==> config.mk <==
export PLATFORM = sky130hd
export DESIGN_NAME = modbus_sensor_reply_receiver_top
export DESIGN_NICKNAME = d
export VERILOG_FILES = /design/src/rtl/msrr_pkg.sv /design/src/rtl/modbus_sensor_reply_receiver_top.sv
export VERILOG_INCLUDE_DIRS = /design/src /design/src/rtl
export SDC_FILE = /design/constraint.sdc
export NUM_CORES = 1
export LEC_CHECK = 0
export ABC_AREA = 1
export BUFFER_PORTS_ARGS = -buffer_cell sky130_fd_sc_hd__buf_2
export CAP_MARGIN = 20
export CORE_ASPECT_RATIO = 1.1
export CORE_MARGIN = 8
export CORE_UTILIZATION = 60
export CTS_BUF_LIST = sky130_fd_sc_hd__clkbuf_8 sky130_fd_sc_hd__clkbuf_16
export DETAILED_ROUTE_END_ITERATION = 10
export GPL_TIMING_DRIVEN = 0
export PLACE_DENSITY = 0.8
export SLEW_MARGIN = 20
export SYNTH_ARGS = -nofsm -noshare
export SYNTH_HDL_FRONTEND = slang
export SYNTH_SLANG_ARGS = --single-unit
==> constraint.sdc <==
create_clock -name clk -period 8.8 [get_ports clk]
set_clock_uncertainty 0.2 [all_clocks]
set_input_delay 0.88 -clock clk [delete_from_list [all_inputs] [get_ports clk]]
set_output_delay 0.88 -clock clk [all_outputs]
set_load 0.02 [all_outputs]
==> src/rtl/assert_macros.svh <==
// Assertion macros used by the RTL file that carries checks.
`ifndef ASSERT_MACROS_SVH
`define ASSERT_MACROS_SVH

// A condition that must hold at every clock edge out of reset.
`define ASSERT_ALWAYS(label, cond) \
    label: assert property (@(posedge clk) disable iff (!rst_n) (cond)) \
        else $error("assertion failed");

// A condition that, once seen, must be followed by another in the next cycle.
`define ASSERT_NEXT(label, ante, cons) \
    label: assert property (@(posedge clk) disable iff (!rst_n) (ante) |=> (cons)) \
        else $error("assertion failed");

`endif

==> src/rtl/msrr_pkg.sv <==
// Types, constants and the CRC step for the sensor reply receiver.
package msrr_pkg;

    // Elapsed-time counter width.
    localparam int unsigned TIMER_BITS = 16;
    localparam int unsigned CMP_BITS   = 33;

    // Frame layout.
    localparam logic [3:0] FRAME_BYTES   = 4'd9;
    localparam logic [3:0] CRC_BYTES     = 4'd7;
    localparam logic [3:0] PAYLOAD_FIRST = 4'd3;
    localparam int unsigned PAYLOAD_DEPTH = 6;

    // CRC-16/MODBUS.
    localparam logic [15:0] CRC_INIT = 16'hFFFF;
    localparam logic [15:0] CRC_POLY = 16'hA001;

    // Configuration registers and their reset values.
    localparam logic CFG_CHAR_GAP   = 1'b0;
    localparam logic CFG_REPLY_WAIT = 1'b1;
    localparam logic [15:0] CHAR_GAP_RESET   = 16'd2604;
    localparam logic [15:0] REPLY_WAIT_RESET = 16'd50000;

    // Input item kinds.
    localparam logic [1:0] KIND_START = 2'd0;
    localparam logic [1:0] KIND_BYTE  = 2'd1;
    localparam logic [1:0] KIND_TICK  = 2'd2;

    // Result status codes.
    localparam logic [1:0] ST_OK         = 2'd0;
    localparam logic [1:0] ST_NORESP     = 2'd1;
    localparam logic [1:0] ST_INCOMPLETE = 2'd2;
    localparam logic [1:0] ST_CRC        = 2'd3;

    typedef enum logic [1:0] {
        PH_IDLE = 2'd0,
        PH_WAIT = 2'd1,
        PH_RECV = 2'd2
    } phase_t;

    typedef struct packed {
        logic [1:0] kind;
        logic [7:0] rx_byte;
        logic       read_mode;
    } in_t;

    typedef struct packed {
        logic [1:0]         status;
        logic [31:0]        light_hundredths;
        logic signed [15:0] temperature_tenths;
        logic [15:0]        humidity_tenths;
        logic               reply_mode;
    } out_t;

    // Fold one byte into the running CRC, one bit per step.
    function automatic logic [15:0] crc_byte(input logic [15:0] crc, input logic [7:0] b);
        logic [15:0] c;
        c = crc ^ {8'h00, b};
        for (int k = 0; k < 8; k++) begin
            if (c[0])
            begin
                c = (c >> 1) ^ CRC_POLY;
            end
            else
            begin
                c = c >> 1;
            end
        end
        return c;
    endfunction

endpackage

==> src/rtl/modbus_sensor_reply_receiver_top.sv <==
// Modbus RTU sensor reply receiver: framing, CRC check, timeouts and result.
//
//  Channel | Direction | Handshake              | Beat
//  in      | input     | in_valid / in_stall    | msrr_pkg::in_t
//  out     | output    | out_valid / out_stall  | msrr_pkg::out_t
//  cfg     | input     | cfg_we                 | cfg_index, cfg_data
//
// Every input beat is processed in the cycle it is accepted; its result, if any, is
// registered in the result register or skid. One beat can be taken every cycle while in_stall is low.
// The CRC step over one byte is the longest path between registers.
// A two-entry output stage (result register plus skid) lets one more result in
// while a result is stalled; in_stall rises only when both entries are full.
// rst_n clears the control state and sets the timeouts to 2604 and 50000 ticks.
`include "assert_macros.svh"

module modbus_sensor_reply_receiver_top (
    input  logic            clk,
    input  logic            rst_n,
    input  logic            in_valid,
    output logic            in_stall,
    input  msrr_pkg::in_t   in_data,
    output logic            out_valid,
    input  logic            out_stall,
    output msrr_pkg::out_t  out_data,
    input  logic            cfg_we,
    input  logic            cfg_index,
    input  logic [15:0]     cfg_data
);

    localparam logic [msrr_pkg::TIMER_BITS-1:0] TIMER_MAX = '1;

    // Configuration registers.
    logic [15:0] char_gap_reg;
    logic [15:0] reply_wait_reg;

    // Transaction state.
    msrr_pkg::phase_t                phase_reg, phase_next;
    logic [3:0]                      bytes_seen_reg, bytes_seen_next;
    logic [15:0]                     crc_reg, crc_next;
    logic [msrr_pkg::TIMER_BITS-1:0] elapsed_reg, elapsed_next;
    logic                            mode_reg, mode_next;
    logic [7:0]                      payload_reg [msrr_pkg::PAYLOAD_DEPTH];

    // Output stage.
    logic           out_valid_reg, out_valid_next;
    logic           skid_valid_reg, skid_valid_next;
    msrr_pkg::out_t out_data_reg;
    msrr_pkg::out_t skid_data_reg;

    logic           in_accept;
    logic           pay_we;
    logic [2:0]     pay_idx;
    logic           res_valid;
    logic [1:0]     res_status;
    msrr_pkg::out_t res_data;
    logic           res_fire;
    logic           out_load_new;
    logic           out_load_skid;
    logic           skid_load;

    assign in_stall  = skid_valid_reg;
    assign in_accept = in_valid && !in_stall;
    assign out_valid = out_valid_reg;
    assign out_data  = out_data_reg;

    // Configuration writes.
    always_ff @(posedge clk or negedge rst_n)
    begin
        if (!rst_n)
        begin
            char_gap_reg   <= msrr_pkg::CHAR_GAP_RESET;
            reply_wait_reg <= msrr_pkg::REPLY_WAIT_RESET;
        end
        else if (cfg_we)
        begin
            if (cfg_index == msrr_pkg::CFG_CHAR_GAP)
            begin
                char_gap_reg <= cfg_data;
            end
            else
            begin
                reply_wait_reg <= cfg_data;
            end
        end
    end

    // Next transaction state and the end-of-transaction decision.
    always_comb
    begin
        logic [15:0]                     crc_step;
        logic [msrr_pkg::TIMER_BITS-1:0] elapsed_inc;
        logic [15:0]                     crc_got;
        crc_step    = msrr_pkg::crc_byte(crc_reg, in_data.rx_byte);
        elapsed_inc = (elapsed_reg < TIMER_MAX) ? elapsed_reg + 1'b1 : elapsed_reg;
        crc_got     = {in_data.rx_byte, payload_reg[4]};

        phase_next      = phase_reg;
        bytes_seen_next = bytes_seen_reg;
        crc_next        = crc_reg;
        elapsed_next    = elapsed_reg;
        mode_next       = mode_reg;
        pay_we          = 1'b0;
        pay_idx         = 3'(bytes_seen_reg - msrr_pkg::PAYLOAD_FIRST);
        res_valid       = 1'b0;
        res_status      = msrr_pkg::ST_OK;

        if (in_accept)
        begin
            unique case (in_data.kind)
                msrr_pkg::KIND_START:
                begin
                    phase_next      = msrr_pkg::PH_WAIT;
                    bytes_seen_next = '0;
                    crc_next        = msrr_pkg::CRC_INIT;
                    elapsed_next    = '0;
                    mode_next       = in_data.read_mode;
                end
                msrr_pkg::KIND_BYTE:
                begin
                    if (phase_reg != msrr_pkg::PH_IDLE)
                    begin
                        if (bytes_seen_reg < msrr_pkg::CRC_BYTES)
                        begin
                            crc_next = crc_step;
                        end
                        pay_we = (bytes_seen_reg >= msrr_pkg::PAYLOAD_FIRST)
                              && (bytes_seen_reg < msrr_pkg::FRAME_BYTES);
                        bytes_seen_next = bytes_seen_reg + 4'd1;
                        elapsed_next    = '0;
                        phase_next      = msrr_pkg::PH_RECV;
                        if (bytes_seen_next >= msrr_pkg::FRAME_BYTES)
                        begin
                            phase_next = msrr_pkg::PH_IDLE;
                            res_valid  = 1'b1;
                            res_status = (crc_got == crc_reg) ? msrr_pkg::ST_OK
                                                              : msrr_pkg::ST_CRC;
                        end
                    end
                end
                msrr_pkg::KIND_TICK:
                begin
                    if (phase_reg != msrr_pkg::PH_IDLE)
                    begin
                        elapsed_next = elapsed_inc;
                        if (phase_reg == msrr_pkg::PH_WAIT)
                        begin
                            if (msrr_pkg::CMP_BITS'(elapsed_inc)
                                >= msrr_pkg::CMP_BITS'(reply_wait_reg))
                            begin
                                phase_next = msrr_pkg::PH_IDLE;
                                res_valid  = 1'b1;
                                res_status = msrr_pkg::ST_NORESP;
                            end
                        end
                        else if (msrr_pkg::CMP_BITS'(elapsed_inc)
                                 >= msrr_pkg::CMP_BITS'(char_gap_reg))
                        begin
                            phase_next = msrr_pkg::PH_IDLE;
                            res_valid  = 1'b1;
                            res_status = msrr_pkg::ST_INCOMPLETE;
                        end
                    end
                end
                default:
                begin
                    // Unused kind: ignored.
                end
            endcase
        end
    end

    // Result fields; the data fields are zero unless the frame checked out.
    always_comb
    begin
        res_data                    = '0;
        res_data.status             = res_status;
        res_data.reply_mode         = mode_reg;
        if (res_status == msrr_pkg::ST_OK)
        begin
            if (!mode_reg)
            begin
                res_data.light_hundredths = {payload_reg[2], payload_reg[3],
                                             payload_reg[0], payload_reg[1]};
            end
            else
            begin
                res_data.temperature_tenths = {payload_reg[0], payload_reg[1]};
                res_data.humidity_tenths    = {payload_reg[2], payload_reg[3]};
            end
        end
    end

    // Transaction state registers.
    always_ff @(posedge clk or negedge rst_n)
    begin
        if (!rst_n)
        begin
            phase_reg      <= msrr_pkg::PH_IDLE;
            bytes_seen_reg <= '0;
            crc_reg        <= msrr_pkg::CRC_INIT;
            elapsed_reg    <= '0;
            mode_reg       <= 1'b0;
        end
        else
        begin
            phase_reg      <= phase_next;
            bytes_seen_reg <= bytes_seen_next;
            crc_reg        <= crc_next;
            elapsed_reg    <= elapsed_next;
            mode_reg       <= mode_next;
        end
    end

    // Payload bytes 3 to 8 of the frame.
    always_ff @(posedge clk)
    begin
        if (pay_we)
        begin
            payload_reg[pay_idx] <= in_data.rx_byte;
        end
    end

    // Output stage steering: result register first, skid when it is stalled.
    always_comb
    begin
        res_fire        = res_valid;
        out_valid_next  = out_valid_reg;
        skid_valid_next = skid_valid_reg;
        out_load_new    = 1'b0;
        out_load_skid   = 1'b0;
        skid_load       = 1'b0;
        if (out_valid_reg && !out_stall)
        begin
            if (skid_valid_reg)
            begin
                out_load_skid   = 1'b1;
                skid_valid_next = 1'b0;
            end
            else if (res_fire)
            begin
                out_load_new = 1'b1;
            end
            else
            begin
                out_valid_next = 1'b0;
            end
        end
        else if (!out_valid_reg)
        begin
            if (res_fire)
            begin
                out_load_new   = 1'b1;
                out_valid_next = 1'b1;
            end
        end
        else if (res_fire)
        begin
            skid_load       = 1'b1;
            skid_valid_next = 1'b1;
        end
    end

    always_ff @(posedge clk or negedge rst_n)
    begin
        if (!rst_n)
        begin
            out_valid_reg  <= 1'b0;
            skid_valid_reg <= 1'b0;
        end
        else
        begin
            out_valid_reg  <= out_valid_next;
            skid_valid_reg <= skid_valid_next;
        end
    end

    always_ff @(posedge clk)
    begin
        if (out_load_skid)
        begin
            out_data_reg <= skid_data_reg;
        end
        else if (out_load_new)
        begin
            out_data_reg <= res_data;
        end
        if (skid_load)
        begin
            skid_data_reg <= res_data;
        end
    end

    // Checks.
    `ASSERT_ALWAYS(a_skid_behind_out, !skid_valid_reg || out_valid_reg)
    `ASSERT_ALWAYS(a_count_in_frame,
                   phase_reg == msrr_pkg::PH_IDLE || bytes_seen_reg < msrr_pkg::FRAME_BYTES)
    `ASSERT_NEXT(a_byte_clears_timer,
                 in_accept && in_data.kind == msrr_pkg::KIND_BYTE
                     && phase_reg != msrr_pkg::PH_IDLE,
                 elapsed_reg == '0)

endmodule

==> results of run 1 <==
==> power breakdown <==
part | switching [mW] | internal, mW
Sequential | 0.0104 | 1.26
Clock | 0.420 | 0.605
Combinational | 0.0721 | 0.0422
==> placed cells by master (no fill, tap or decap), drive strengths merged, types with 3 or more instances in the layout <==
cell type | Yosys | final
nor2 | 106 | 106
nor3 | 40 | 40
inv | 197 | 204
o21bai | 4 | 4
dfstp | 27 | 27
xnor2 | 14 | 14
nand3 | 22 | 22
buf | 26 | 132
a32oi | 3 | 3
nand2 | 365 | 365
o21ai | 59 | 59
xor2 | 17 | 17
clkbuf | 28 | 57
ha | 40 | 40
o22ai | 8 | 8
a22oi | 8 | 8
edfxtp | 174 | 174
nand4 | 74 | 74
a21oi | 18 | 18
dfrtp | 46 | 46
clkinv | 2 | 7
==> final cells by class <==
cell class | count | area, um2 | area share
Timing Repair Buffer | 106 | 618 | 0.0443
Sequential cell | 247 | 7090 | 0.508
Clock buffer | 29 | 681 | 0.0488
Antenna cell | 1 | 2.50 | 0.000180
Multi-Input combinational cell | 787 | 4060 | 0.291
Inverter | 199 | 747 | 0.0536
Clock inverter | 15 | 115 | 0.00826
Tap cell | 252 | 315 | 0.0226
Buffer | 54 | 315 | 0.0226
==> cell families after synthesis <==
logic type | synth area share
xor+xnor | 0.0229
buf+inv | 0.0872
compound gates | 0.0485
flops | 0.582
simple gates | 0.218
mux | 0.000924
fa+ha+maj | 0.0411
==> stage by stage <==
stage / cell area, um2 / power, mW
3_3_place_gp: 13000 / 1.40
6_report: 13900 / 2.41
3_5_place_dp: 13100 / 1.41
5_1_grt: 13900 / 2.49
2_1_floorplan: 12200 / 1.36
4_1_cts: 13900 / 2.43
==> worst paths after layout <==
| kind | slack [ns] | depth (start not counted) | to |
|---|---|---|---|
| max reg2reg | 4.43 | 19 | skid_data_reg[37] |
| min | 0.14 | 1 | char_gap_reg[1] |
| min reg2reg | 0.28 | 0 | skid_data_reg[0] |
| min in group clk | 0.28 | 0 | skid_data_reg[0] |
| max in group asynchronous | 7.61 | 2 | crc_reg[4] |
| max | 4.43 | 19 | skid_data_reg[37] |
==> worst register-to-register path, stage by stage (launching register included) <==
cell and delay, ns:
dfrtp_1 0.39, ha_1 0.21, nand3_2 0.10, nor2_2 0.19, nand3_1 0.17, nor2_1 0.28
inv_1 0.19, o21bai_1 0.19, inv_1 0.09, ha_1 0.29, nand2_1 0.06, nor2_1 0.09
and2_1 0.13, nor2_1 0.04, nand2_1 0.08, nand2_1 0.09, nand3_1 0.12, nand4_1 0.18
nor2_4 0.67, buf_12 0.29
==> metal layers <==
metal | GRT usage | up-vias | share of wire
met5 | 0 | - | 0.00065
met4 | 0.0896 | 4 | 0.034
met3 | 0.0448 | 81 | 0.070
met2 | 0.383 | 368 | 0.49
met1 | 0.251 | 4245 | 0.40
li1 | - | 4479 | -
==> cell usage after synthesis (all sizes together), types with 2 or more instances <==
master  number  area share
ha          40       0.041
buf         26       0.017
edfxtp     174        0.43
nand3       22       0.011
clkbuf      28      0.0086
o21bai       4      0.0025
clkinv       2     0.00062
a22oi        8      0.0049
xnor2       14       0.010
o22ai        8      0.0041
nor3        40       0.018
nand4       74       0.038
o21ai       59       0.025
a21oi       18      0.0074
dfstp       27       0.058
dfrtp       46       0.095
a32oi        3      0.0022
nor2       106       0.035
xor2        17       0.013
nand2      365        0.11
inv        197       0.061
and2         2      0.0010
==> results.toml, run 1 <==
[status]
status = "finished clean"

[clock_network]
clock_sinks = 247
cts_tree = "built"
cts-root-buf = "clkbuf_16"
htree_num_levels = 1
clock_path_buffers = 3
cts_hold_buf = 0
cts_resized = 0
postCtsSetupRepairBufs = 0
clk_pin_slew_ns = 0.06
clock_latency_ns = 0.51
numCtsBuffers = 25

[synth]
syn-num-nets = 1360
yosysWarnings = 0
synthArstFlopShare = 0.296
synthCells = 1287
ys_types = 42
avgSynthCellArea_um2 = 9.46
syn_area_mm2 = 0.0122
ys_seq_area_frac = 0.582
synth_flop_cell = "edfxtp_1"
synth-edff-count = 174
yosys_register_bits = 247

[sta]
hold_slack_ns = 0.141
setup_viol = 0
post-route-period-util = 0.497
fin_tns_setup_ns = 0
hold_violations = 0
slew-limit-headroom = 0.303
finalMaxSlewViolations = 0
setup_ws_ns = 4.43
timing.fmax_mhz = 229
finalCriticalPeriod_ns = 4.37
tightestPinTransition_ns = 1.04
rsz0062_at_grt = "false"

[drt]
viasPerCell = 5.43
wl_per_cell_um = 16.3
drt-initial-drc-count = 739
dr.pass1.iters = 6
drt-total-wl_mm = 27.6
drc = 0
ant_nets = 0
num_vias = 9177

[worst_setup_path]
critPathMaxFanout = 29
cp_top_family = "simple AND/OR/NAND/NOR gates"
crit_type = "reg2reg"
max_stage_delay_ns = 0.67
cp-startpoint = "elapsed_reg[1]"
start_kind = "flop"
crit_path_end_kind = "flop"
crit_arrival_ns = 4.37
crit_path_top_delay_cell = "nor2_4"
timing.rr.start = "elapsed_reg[1]"
worstPathCellList = "ha_1, nand3_2, nor2_2, nand3_1, nor2_1, inv_1, o21bai_1, inv_1, ha_1, nand2_1, nor2_1, and2_1, nor2_1, nand2_1, nand2_1, nand3_1, nand4_1, nor2_4, buf_12"
cp_num_buf_inv = 3
crit_required_ns = 8.80

[min_path]
holdCritPathClass = "in2async"

[global_routing]
grt_pass1_vias = 9122
grt_use_total = 0.215
antenna_found_initial = 2
gr-total-overflow = 0
grt_pass1_wl_mm = 44.4
grt_max_degree = 39

[pwr]
p_leak_nw = 6.40
ir_drop_mv = 0.202
power.density_mw_per_mm2 = 173

[placement]
dp.cells = 1645
io_buffers = 101
hpwlAfterDp_mm = 20.2
routabilityCongestion = 0.871
dp_slack_ns = 4.48

[layout]
fin_nets = 1493
syn_to_final_growth_pct = 14.5
final_core_util = 0.702
fillers = 1449
drive_gt1_frac = 0.151
fin_cells = 1690

[die]
die_h_um = 165
core-area_mm2 = 0.0199
die_area_mm2 = 0.0251
start_util = 0.613
die_w_um = 152
ios = 102
fp-row-count = 54

[job]
maxCapViolCount = 0
Power figures use the tool's default switching activity.
==> run 2, diff against run 1 <==
- CORE_UTILIZATION: 60 -> 54
- PLACE_DENSITY: 0.8 -> 0.76
- clock period: 8.8 -> 3.7 ns (I/O delays scaled with it)
==> results.toml, run 2 (synthesized netlist as in run 1, its figures left out) <==
[layout]
syn_to_final_growth_pct = 26.1
fillers = 1567
regArea_mm2 = 0.00709
fin_nets = 1565
multi_input_area_mm2 = 0.00437
n_antenna_cell = 0
final_common_cell = "nand2_1"
drive_gt1_frac = 0.207
final_cell_mix = "nand2_1 (350), inv_1 (198), edfxtp_1 (174)"

[global_routing]
grt_use_total = 0.196
gr-total-overflow = 0
antenna_found_initial = 1
grt_max_degree = 39
grt_pass1_vias = 9062
grt_pass1_wl_mm = 45.0

[worst_setup_path]
worstPathCellList = "ha_4, nand3_4, nor2_4, nand4_1, buf_6, nor2_4, nor3_4, xor2_2, ha_1, nand2_1, o21bai_1, a21oi_1, nor2_1, nand2_1, nand2_1, nand2_2, nand2_8, clkbuf_16, clkbuf_16, nand4_1, nand2_1"
cp_num_buf_inv = 3
crit_path_top_delay_cell = "dfrtp_2"
r2r_setup_slack_ns = -0.03
crit_arrival_ns = 3.79
reg2reg_depth = 21
crit_path_end_kind = "flop"
r2r-end = "out_data[38]"
crit_type = "reg2reg"
cp-startpoint = "elapsed_reg[1]"
max_stage_delay_ns = 0.40
worst_path_most_repeated_cell = "nand2_1"
timing.rr.start = "elapsed_reg[1]"
cp_top_family = "simple AND/OR/NAND/NOR gates"
crit_required_ns = 3.76
start_kind = "flop"
critPathMaxFanout = 6

[clock_network]
htree_num_levels = 1
clock_sinks = 247
clock_path_buffers = 3
cts-root-buf = "clkbuf_16"
cts_tree = "built"
numCtsBuffers = 25
clk_pin_slew_ns = 0.06
clock_latency_ns = 0.52

[pwr]
ir_drop_mv = 0.451
power.density_mw_per_mm2 = 379
p_leak_nw = 6.93

[die]
core-area_mm2 = 0.0221
ios = 102
start_util = 0.551
die_area_mm2 = 0.0276
fp-row-count = 57
die_h_um = 174
die_w_um = 159

[placement]
io_buffers = 101
dp_slack_ns = -0.625
hpwlAfterDp_mm = 19.4
routabilityCongestion = 0.851

[sta]
setup_ws_ns = -0.0302
finalMaxSlewViolations = 0
setup_viol = 11
post-route-period-util = 1.01
finalCriticalPeriod_ns = 3.73
tightestPinTransition_ns = 1.01
rsz0062_at_grt = "true"
slew-limit-headroom = 0.319
hold_slack_ns = 0.0280
hold_violations = 0
timing.fmax_mhz = 268

[min_path]
holdPathStages = 4
min_from = "cfg_we"
holdCritPathClass = "in2reg"
holdPathEnd = "reply_wait_reg[13]"

[drt]
viasPerCell = 5.31
wl_per_cell_um = 16.7
drt-total-wl_mm = 30.1
num_vias = 9576
drc = 0
ant_nets = 0
drt-initial-drc-count = 967
dr.pass1.iters = 5

[status]
status = "finished with violations"
violations = "setup timing"

[job]
maxCapViolCount = 0
[run 2: cell count changes in the layout (fill, tap and decap cells not counted), moves of 8 or more]
cell,before,now
nand2_1,360,350
buf_4,2,27
dlygate4sd3_1,0,23
clkbuf_16,25,41
buf_8,1,13
nand2_2,3,11
[run 2: worst max-delay path by stage]
stage	to	slack (ns)	cells past startpoint
3_3_place_gp	skid_data_reg[30]	-1.26	19
3_5_place_dp	skid_data_reg[3]	-0.62	21
4_1_cts	out_data[64]	0.005	22
2_1_floorplan	out_data[0]	-0.32	17
6_report	out_data[38]	-0.03	21
5_1_grt	out_data[30]	-0.17	21
[run 2: timing repair]
| action | in CTS | in global routing |
|---|---|---|
| setup endpoints to repair | 256 | 266 |
| pin swaps | 9 | 44 |
| endpoints found under the hold margin | 81 | 0 |
| hold buffers | 23 | 0 |
| buffers inserted | 16 | 13 |
| resized for setup | 9 | 91 |
| gates cloned | 0 | 20 |
[run 2: metrics by stage]
| step | TNS (ns) | instance area [um2] | cells | util | power, mW |
|---|---|---|---|---|---|
| after floorplan | -41.27 | 12200 | 1287 | - | 3.24 |
| after global placement | -164.04 | 13100 | 1683 | 0.592 | 3.33 |
| after detailed placement | -62.76 | 13300 | 1689 | 0.600 | 3.35 |
| after CTS | 0 | 14400 | 1772 | 0.653 | 5.84 |
| after global routing | -22.45 | 15400 | 1805 | 0.695 | 6.01 |
| final | -0.112 | 15400 | 1805 | 0.695 | 5.83 |
[run 2: final cells by class]
class / count / share of cell area
Buffer: 54 / 0.0260
Inverter: 199 / 0.0486
Multi-Input combinational cell: 788 / 0.285
Clock inverter: 16 / 0.00831
Tap cell: 295 / 0.0240
Sequential cell: 247 / 0.462
Timing Repair Buffer: 177 / 0.102
Clock buffer: 29 / 0.0443
[run 2: layer usage]
| metal | wire [um] | part of all wire | track usage | up-vias |
|---|---|---|---|---|
| met5 | 8 | 0.00027 | 0 | - |
| met4 | 1210 | 0.040 | 0.0657 | 2 |
| met3 | 2200 | 0.073 | 0.0392 | 80 |
| met2 | 14800 | 0.49 | 0.344 | 365 |
| met1 | 11900 | 0.40 | 0.238 | 4505 |
| li1 | - | - | - | 4624 |
[run 2: worst min-delay path, stage by stage]
cell and delay [ns]:
buf_2 0.09, nand2_1 0.10, nand2_1 0.07, o21ai_0 0.07
[run 2: power breakdown]
group          total (mW)  internal, mW  switching, mW  leakage [nW]
combinational       0.311         0.125          0.186          4.29
sequential           3.02          3.00         0.0248          2.23
clock                2.50          1.45           1.05         0.412
